$ cat src/rtl/umep_pkg.sv
package umep_pkg;

	localparam logic [3:0] STATUS_SYSTEM   = 4'hF;
	localparam logic [3:0] CIN_SYS_COMMON2 = 4'h2;
	localparam logic [3:0] CIN_SYS_COMMON3 = 4'h3;
	localparam logic [3:0] CIN_SYSEX_START = 4'h4;
	localparam logic [3:0] CIN_SYSEX_END1  = 4'h5;
	localparam logic [3:0] CIN_SYSEX_END2  = 4'h6;
	localparam logic [3:0] CIN_SYSEX_END3  = 4'h7;

	localparam logic [1:0] HELD_NONE = 2'd0;
	localparam logic [1:0] HELD_ONE  = 2'd1;
	localparam logic [1:0] HELD_TWO  = 2'd2;

	typedef struct packed {
		logic        operation;
		logic [23:0] message;
		logic [7:0]  sysex_byte;
		logic        sysex_last;
	} item_t;

	typedef struct packed {
		logic [31:0] packet;
		logic        rejected;
	} result_t;

	typedef struct packed {
		logic        has_result;
		result_t     result;
		logic [15:0] held_bytes;
		logic [1:0]  held_count;
	} enc_t;

	// bit 4 set: unsupported system status
	function automatic logic [4:0] system_code(input logic [3:0] low);
		logic [4:0] code;
		case (low) inside
			4'h0, 4'h6, 4'h8, 4'hA, 4'hB, 4'hC, 4'hE, 4'hF: code = {1'b0, CIN_SYSEX_START};
			4'h7:       code = {1'b0, CIN_SYSEX_END1};
			4'h1, 4'h3: code = {1'b0, CIN_SYS_COMMON2};
			4'h2:       code = {1'b0, CIN_SYS_COMMON3};
			default:    code = 5'h10;
		endcase
		return code;
	endfunction

endpackage

$ cat src/rtl/umep_if.sv
interface umep_item_if;
	logic        valid;
	logic        ready;
	logic        operation;
	logic [23:0] message;
	logic [7:0]  sysex_byte;
	logic        sysex_last;

	modport source (output valid, operation, message, sysex_byte, sysex_last, input ready);
	modport sink   (input valid, operation, message, sysex_byte, sysex_last, output ready);
endinterface

interface umep_pkt_if;
	logic        valid;
	logic        ready;
	logic [31:0] packet;
	logic        rejected;

	modport source (output valid, packet, rejected, input ready);
	modport sink   (input valid, packet, rejected, output ready);
endinterface

interface umep_cfg_if;
	logic       valid;
	logic       ready;
	logic [3:0] cable_number;

	modport source (output valid, cable_number, input ready);
	modport sink   (input valid, cable_number, output ready);
endinterface

$ cat src/rtl/umep_encode.sv
module umep_encode (
	input  umep_pkg::item_t  item,
	input  logic [3:0]       cable_number,
	input  logic [15:0]      held_bytes,
	input  logic [1:0]       held_count,
	output umep_pkg::enc_t   enc
);
	import umep_pkg::*;

	logic [4:0]  sys;
	logic [3:0]  code;
	logic [1:0]  count;
	logic [23:0] payload;

	always_comb begin
		sys     = system_code(item.message[3:0]);
		code    = item.message[7:4];
		count   = (held_count > HELD_TWO) ? HELD_TWO : held_count;
		payload = '0;

		enc                 = '0;
		enc.held_bytes      = held_bytes;
		enc.held_count      = held_count;

		if (!item.operation) begin
			enc.has_result = 1'b1;
			if (item.message[7:4] == STATUS_SYSTEM) begin
				code = sys[3:0];
			end
			if ((item.message[7:4] == STATUS_SYSTEM) && sys[4]) begin
				enc.result.rejected = 1'b1;
			end else begin
				enc.result.packet = {item.message, cable_number, code};
			end
		end else if (!item.sysex_last && (count != HELD_TWO)) begin
			if (count == HELD_NONE) begin
				enc.held_bytes[7:0]  = item.sysex_byte;
				enc.held_count       = HELD_ONE;
			end else begin
				enc.held_bytes[15:8] = item.sysex_byte;
				enc.held_count       = HELD_TWO;
			end
		end else begin
			case (count)
				HELD_NONE: begin
					payload = {16'h0000, item.sysex_byte};
					code    = CIN_SYSEX_END1;
				end
				HELD_ONE: begin
					payload = {8'h00, item.sysex_byte, held_bytes[7:0]};
					code    = CIN_SYSEX_END2;
				end
				default: begin
					payload = {item.sysex_byte, held_bytes};
					code    = CIN_SYSEX_END3;
				end
			endcase
			if (!item.sysex_last) begin
				code = CIN_SYSEX_START;
			end
			enc.has_result    = 1'b1;
			enc.result.packet = {payload, cable_number, code};
			enc.held_bytes    = '0;
			enc.held_count    = HELD_NONE;
		end
	end

endmodule

$ cat src/rtl/usb_midi_event_packetizer_core.sv
// USB-MIDI event packetizer.
// Path: a beat taken from the item channel is registered in item_s1, encoded,
// then registered in res_s2, which drives the packet channel; stalls hold both.
// Throughput: one beat per cycle, set by the single encode stage, if not stalled.
// Reset clears the cable number, the held sysex bytes and all valid flags.
module usb_midi_event_packetizer_core (
	input logic         clk,
	input logic         arst_n,
	umep_item_if.sink   items,
	umep_pkt_if.source  packets,
	umep_cfg_if.sink    cfg
);
	import umep_pkg::*;

	logic        valid_s1;
	item_t       item_s1;
	logic        valid_s2;
	result_t     res_s2;
	logic [3:0]  cable_q;
	logic [15:0] held_bytes_q;
	logic [1:0]  held_count_q;
	enc_t        enc;
	logic        adv1;

	umep_encode u_encode (
		.item         (item_s1),
		.cable_number (cable_q),
		.held_bytes   (held_bytes_q),
		.held_count   (held_count_q),
		.enc          (enc)
	);

	assign adv1        = valid_s1 && (!valid_s2 || packets.ready);
	assign items.ready = !valid_s1 || adv1;
	assign cfg.ready   = 1'b1;

	assign packets.valid    = valid_s2;
	assign packets.packet   = res_s2.packet;
	assign packets.rejected = res_s2.rejected;

	always_ff @(posedge clk or negedge arst_n) begin
		if (!arst_n) begin
			valid_s1     <= 1'b0;
			valid_s2     <= 1'b0;
			cable_q      <= '0;
			held_bytes_q <= '0;
			held_count_q <= HELD_NONE;
		end else begin
			if (cfg.valid) begin
				cable_q <= cfg.cable_number;
			end
			if (items.valid && items.ready) begin
				valid_s1 <= 1'b1;
			end else if (adv1) begin
				valid_s1 <= 1'b0;
			end
			if (adv1) begin
				valid_s2     <= enc.has_result;
				held_bytes_q <= enc.held_bytes;
				held_count_q <= enc.held_count;
			end else if (packets.ready) begin
				valid_s2 <= 1'b0;
			end
		end
	end

	always_ff @(posedge clk) begin
		if (items.valid && items.ready) begin
			item_s1.operation  <= items.operation;
			item_s1.message    <= items.message;
			item_s1.sysex_byte <= items.sysex_byte;
			item_s1.sysex_last <= items.sysex_last;
		end
		if (adv1) begin
			res_s2 <= enc.result;
		end
	end

endmodule

$ cat src/flat_wrapper.sv
// flat-port wrapper written by rule: the top's interface ports become plain ports
module usb_midi_event_packetizer_core_flat import umep_pkg::*;
  (clk, arst_n, items_valid, items_operation, items_message, items_sysex_byte, items_sysex_last, items_ready, packets_valid, packets_packet, packets_rejected, packets_ready, cfg_valid, cfg_cable_number, cfg_ready);
  umep_item_if items_i ();
  umep_pkt_if packets_i ();
  umep_cfg_if cfg_i ();
  input logic clk;
  input logic arst_n;
  input wire logic [$bits(items_i.valid)-1:0] items_valid;
  input wire logic [$bits(items_i.operation)-1:0] items_operation;
  input wire logic [$bits(items_i.message)-1:0] items_message;
  input wire logic [$bits(items_i.sysex_byte)-1:0] items_sysex_byte;
  input wire logic [$bits(items_i.sysex_last)-1:0] items_sysex_last;
  output wire logic [$bits(items_i.ready)-1:0] items_ready;
  output wire logic [$bits(packets_i.valid)-1:0] packets_valid;
  output wire logic [$bits(packets_i.packet)-1:0] packets_packet;
  output wire logic [$bits(packets_i.rejected)-1:0] packets_rejected;
  input wire logic [$bits(packets_i.ready)-1:0] packets_ready;
  input wire logic [$bits(cfg_i.valid)-1:0] cfg_valid;
  input wire logic [$bits(cfg_i.cable_number)-1:0] cfg_cable_number;
  output wire logic [$bits(cfg_i.ready)-1:0] cfg_ready;
  assign items_i.valid = items_valid;
  assign items_i.operation = items_operation;
  assign items_i.message = items_message;
  assign items_i.sysex_byte = items_sysex_byte;
  assign items_i.sysex_last = items_sysex_last;
  assign items_ready = items_i.ready;
  assign packets_valid = packets_i.valid;
  assign packets_packet = packets_i.packet;
  assign packets_rejected = packets_i.rejected;
  assign packets_i.ready = packets_ready;
  assign cfg_i.valid = cfg_valid;
  assign cfg_i.cable_number = cfg_cable_number;
  assign cfg_ready = cfg_i.ready;
  usb_midi_event_packetizer_core u_core (.clk(clk), .arst_n(arst_n), .items(items_i), .packets(packets_i), .cfg(cfg_i));
endmodule
$ cat config.mk
export PLATFORM = sky130hd
export DESIGN_NAME = usb_midi_event_packetizer_core_flat
export DESIGN_NICKNAME = d
export VERILOG_FILES = /design/src/rtl/umep_pkg.sv /design/src/rtl/umep_if.sv /design/src/rtl/umep_encode.sv /design/src/rtl/usb_midi_event_packetizer_core.sv /design/src/flat_wrapper.sv
export SDC_FILE = /design/constraint.sdc
export NUM_CORES = 1
export LEC_CHECK = 0
export BUFFER_PORTS_ARGS = -buffer_cell sky130_fd_sc_hd__buf_2
export CORE_UTILIZATION = 35
export DETAILED_ROUTE_END_ITERATION = 10
export GPL_TIMING_DRIVEN = 1
export SYNTH_ARGS = -nofsm -noshare
export SYNTH_HDL_FRONTEND = slang
export SYNTH_SLANG_ARGS = --single-unit
$ cat constraint.sdc
create_clock -name clk -period 6.8 [get_ports clk]
set_input_delay 1.36 -clock clk [delete_from_list [all_inputs] [get_ports clk]]
set_output_delay 1.36 -clock clk [all_outputs]
set_load 0.05 [all_outputs]
==> summary.md <==
| Metric | Value |
|---|---|
| Fmax | roughly 270 MHz |
| R2r worst-path depth | 3 |
| Die Area | ~0.011 mm^2 |
| Initial core utilization | 0.364 |
| Crit path cell chain | buf_2 > nor2b_1 > nand2_1 > buf_2 |
| Hold Path Sink | u_core.held_bytes_q[12] |
| Power Density | 310 mW/mm^2 |
| # diodes | 0 |
| Core box area | 0.0104 mm^2 |
| Post-CTS sizing | 0 |
| CTS tree | yes |
| Area Overhead vs Synth | 18.9% |
| Buf+Inv Stages, Crit Path | 2 |
| Commonest cells after routing, fill and taps aside | 77 x buf_2, 67 x edfxtp_1, 24 x dfrtp_1, 19 x a22o_1, 14 x nand2_1 |
| MaxCap Viol Count | 0 |
| Cell variety after synth | 47 |
| Root Driver | clkbuf_8 |
| Final setup violation count | 0 |
| CP endpoint kind | primary output |
| Status | complete, no violations |
| Pins Over Slew Limit | 0 |
| Grt ovf | 0 |
| R2R Path End | u_core.packets.packet[6] |
| Worst hold stages | 1 |
| Largest net degree at the start of global routing | 35 |
| Clock-pin slew on the worst setup and hold paths | 0.09 ns |
| Syn_area_per_cell | 14.8 um^2 |
| Leak | 0.00179 uW |
| VDD IR max | between 0.1 and 0.15 mV |
| Final core occ | 0.432 |
| Post-synth EDFFs | 67 |
| Synth Instances | roughly 250 |
| Tmin final | 3.67 ns |
| Clock Sinks | 91 |
| Vias | 2,427 |
| Vias in the first global route | 2,405 |
| Num rows | 37 |
| Drt first pass iters | 4 |
| CP startpoint kind | input pin |
| Yosys warns | 0 |
| Nets | 371 |
| Fin worst setup slack | 3.13 ns |
| GR Util All Layers | 0.151 |
| H-tree levels | 3 |
| Initial antenna violation count | 0 |
| DR iter-0 viols | 192 |
| TNS Setup | 0 ns |
| Async set-reset flop share out of synthesis | 0.264 |
| Longest Clk Path Bufs | 2 |
| Port Buffers | 77 |
| Min-delay src | u_core.held_bytes_q[12] |
| Critical Path Max Stage Delay | 0.42 ns |
| Commonest non-fill, non-tap cell in the layout | buf_2 |
| Fin. Hold Viols | 0 |
| Top_reg_cell synth | edfxtp_1 |
| Chip Width | 106 um |
| Most Frequent Cell on Critical Path | buf_2 |
| Max Clock Skew | 0.00989 ns |
| Hold Slack | approximately 0.51 ns |
| Mapped cell area | 0.00377 mm^2 |
| Post-route antenna net violation count | 0 |
| GPL Wtd Cong | 0.746 |
| Sequential-to-total area share from yosys stat | 0.693 |
| Final HPWL DP | 5280 um |
| Crit path required time | ~5.4 ns |
| Final instance area | around 0.0045 mm^2 |
| First-pass GRT wire length | ~13,000 um |
| Slowest cell on crit path | nor2b_1 |
| Cts hold-fix bufs | 0 |
| Hold Crit Class | reg2reg |
| Syn_nets | 297 |
| Ports | 79 |
| Total wire length | 7870 um |
| Layout cell share with drive strength beyond 1 | 0.345 |
| Setup CP Type | in2out |
| FF+latch count, synth | 91 |
| CP top delay family | simple AND/OR/NAND/NOR gates |
| RR Startpoint | u_core.item_s1[33] |
| CP Max Fanout | 4 |
| Pre-CTS worst setup slack | around 3.1 ns |
| Chip height | 106 um |
| WL per Instance | between 15 and 20 um |
| RSZ-0062 raised after global routing | no |
| DRC viols | 0 |
| Arrival time at the worst endpoint | approximately 2.3 ns |
| DP Area | 0.00426 mm^2 |
| Clock buffer count from CTS | 9 |
| Skew-Pair Late Insertion Delay | 0.37 ns |
| Slew margin rel. | 0.423 |
| Worst Max-Slew Pin Slew | 0.865 ns |
| Via-to-Cell Ratio | 5.17 |
| Postcts setup bufs | 0 |
| Reg2Reg Setup Slack | around 4.5 ns |
| Crit share post-route | 0.539 |
## worst reg2reg max path, stage by stage (launching register included)
cell	delay, ns
edfxtp_1	0.66
inv_1	0.47
nor3_1	0.77
nor3b_1	0.13
## final cells by class
type / count / area, um^2
Clock buffer: 9 / 124
Timing Repair Buffer: 80 / 408
Clock inverter: 7 / 95.1
Multi-Input combinational cell: 142 / 1060
Tap cell: 136 / 170
Sequential cell: 91 / 2610
Fill cell: 1006 / 5890
Inverter: 4 / 15.0
## synthesized netlist by cell type (2+ instances only)
cell,n,share of area
and2_1,7,0.012
mux2_2,4,0.012
a31o_2,9,0.021
mux2i_1,2,0.0053
a22o_1,19,0.044
nor4_4,2,0.011
a32o_1,7,0.019
nand4_1,2,0.0033
nand2b_1,3,0.0050
a311oi_1,4,0.0093
nor3b_1,4,0.0080
dfrtp_1,24,0.16
clkbuf_1,10,0.010
buf_1,3,0.0030
o21ai_0,4,0.0053
a21o_1,2,0.0040
and3_1,8,0.013
o22ai_1,5,0.0083
nor2_1,7,0.0070
edfxtp_1,67,0.53
a21oi_1,8,0.011
nand4b_1,8,0.019
inv_1,4,0.0040
a221o_1,3,0.0080
nor3_1,2,0.0027
nand2_1,14,0.014
or3_1,2,0.0033
## cell families (layout without fill, tap and decap cells)
kind of cell	Yosys count	in the layout	synth area share
buf+inv	21	100	0.0272
other cells	1	1	0.000995
flops	91	91	0.693
simple gates	67	67	0.117
mux	6	6	0.0173
xor+xnor	2	2	0.00465
compound gates	66	66	0.139
## metrics by stage
stage          power [uW]  std cells
2_1_floorplan         938        254
3_3_place_gp         1010        453
3_5_place_dp         1010        453
4_1_cts              1400        469
5_1_grt              1450        469
6_report             1390        469
## flip-flops by register name, indices dropped and copies added (netlist names)
name,cells
u_core.held_bytes_q,16
u_core.packets.packet,32
u_core.packets.rejected,1
u_core.cable_q,4
u_core.packets.valid,1
u_core.valid_s1,1
u_core.held_count_q,2
u_core.item_s1,34
## power by group
part	leakage [uW]	internal, uW	switching (uW)
Sequential	0.000964	676	60.6
Clock	0.000111	181	210
Combinational	0.000715	89.8	173
Total	0.00179	947	444
## worst max path at each step
stage,from,to,cells after the start
2_1_floorplan,packets_ready,items_ready,2
3_3_place_gp,packets_ready,items_ready,4
3_5_place_dp,packets_ready,items_ready,4
4_1_cts,packets_ready,items_ready,4
5_1_grt,packets_ready,items_ready,4
6_report,packets_ready,items_ready,4
## layer usage
metal,track usage,vias up,share of wire
li1,-,1161,-
met1,0.196,1169,0.44
met2,0.245,89,0.48
met3,0.0377,8,0.071
met4,0.0516,0,0.014
met5,0,-,0
(Power assumes the default switching activity.)
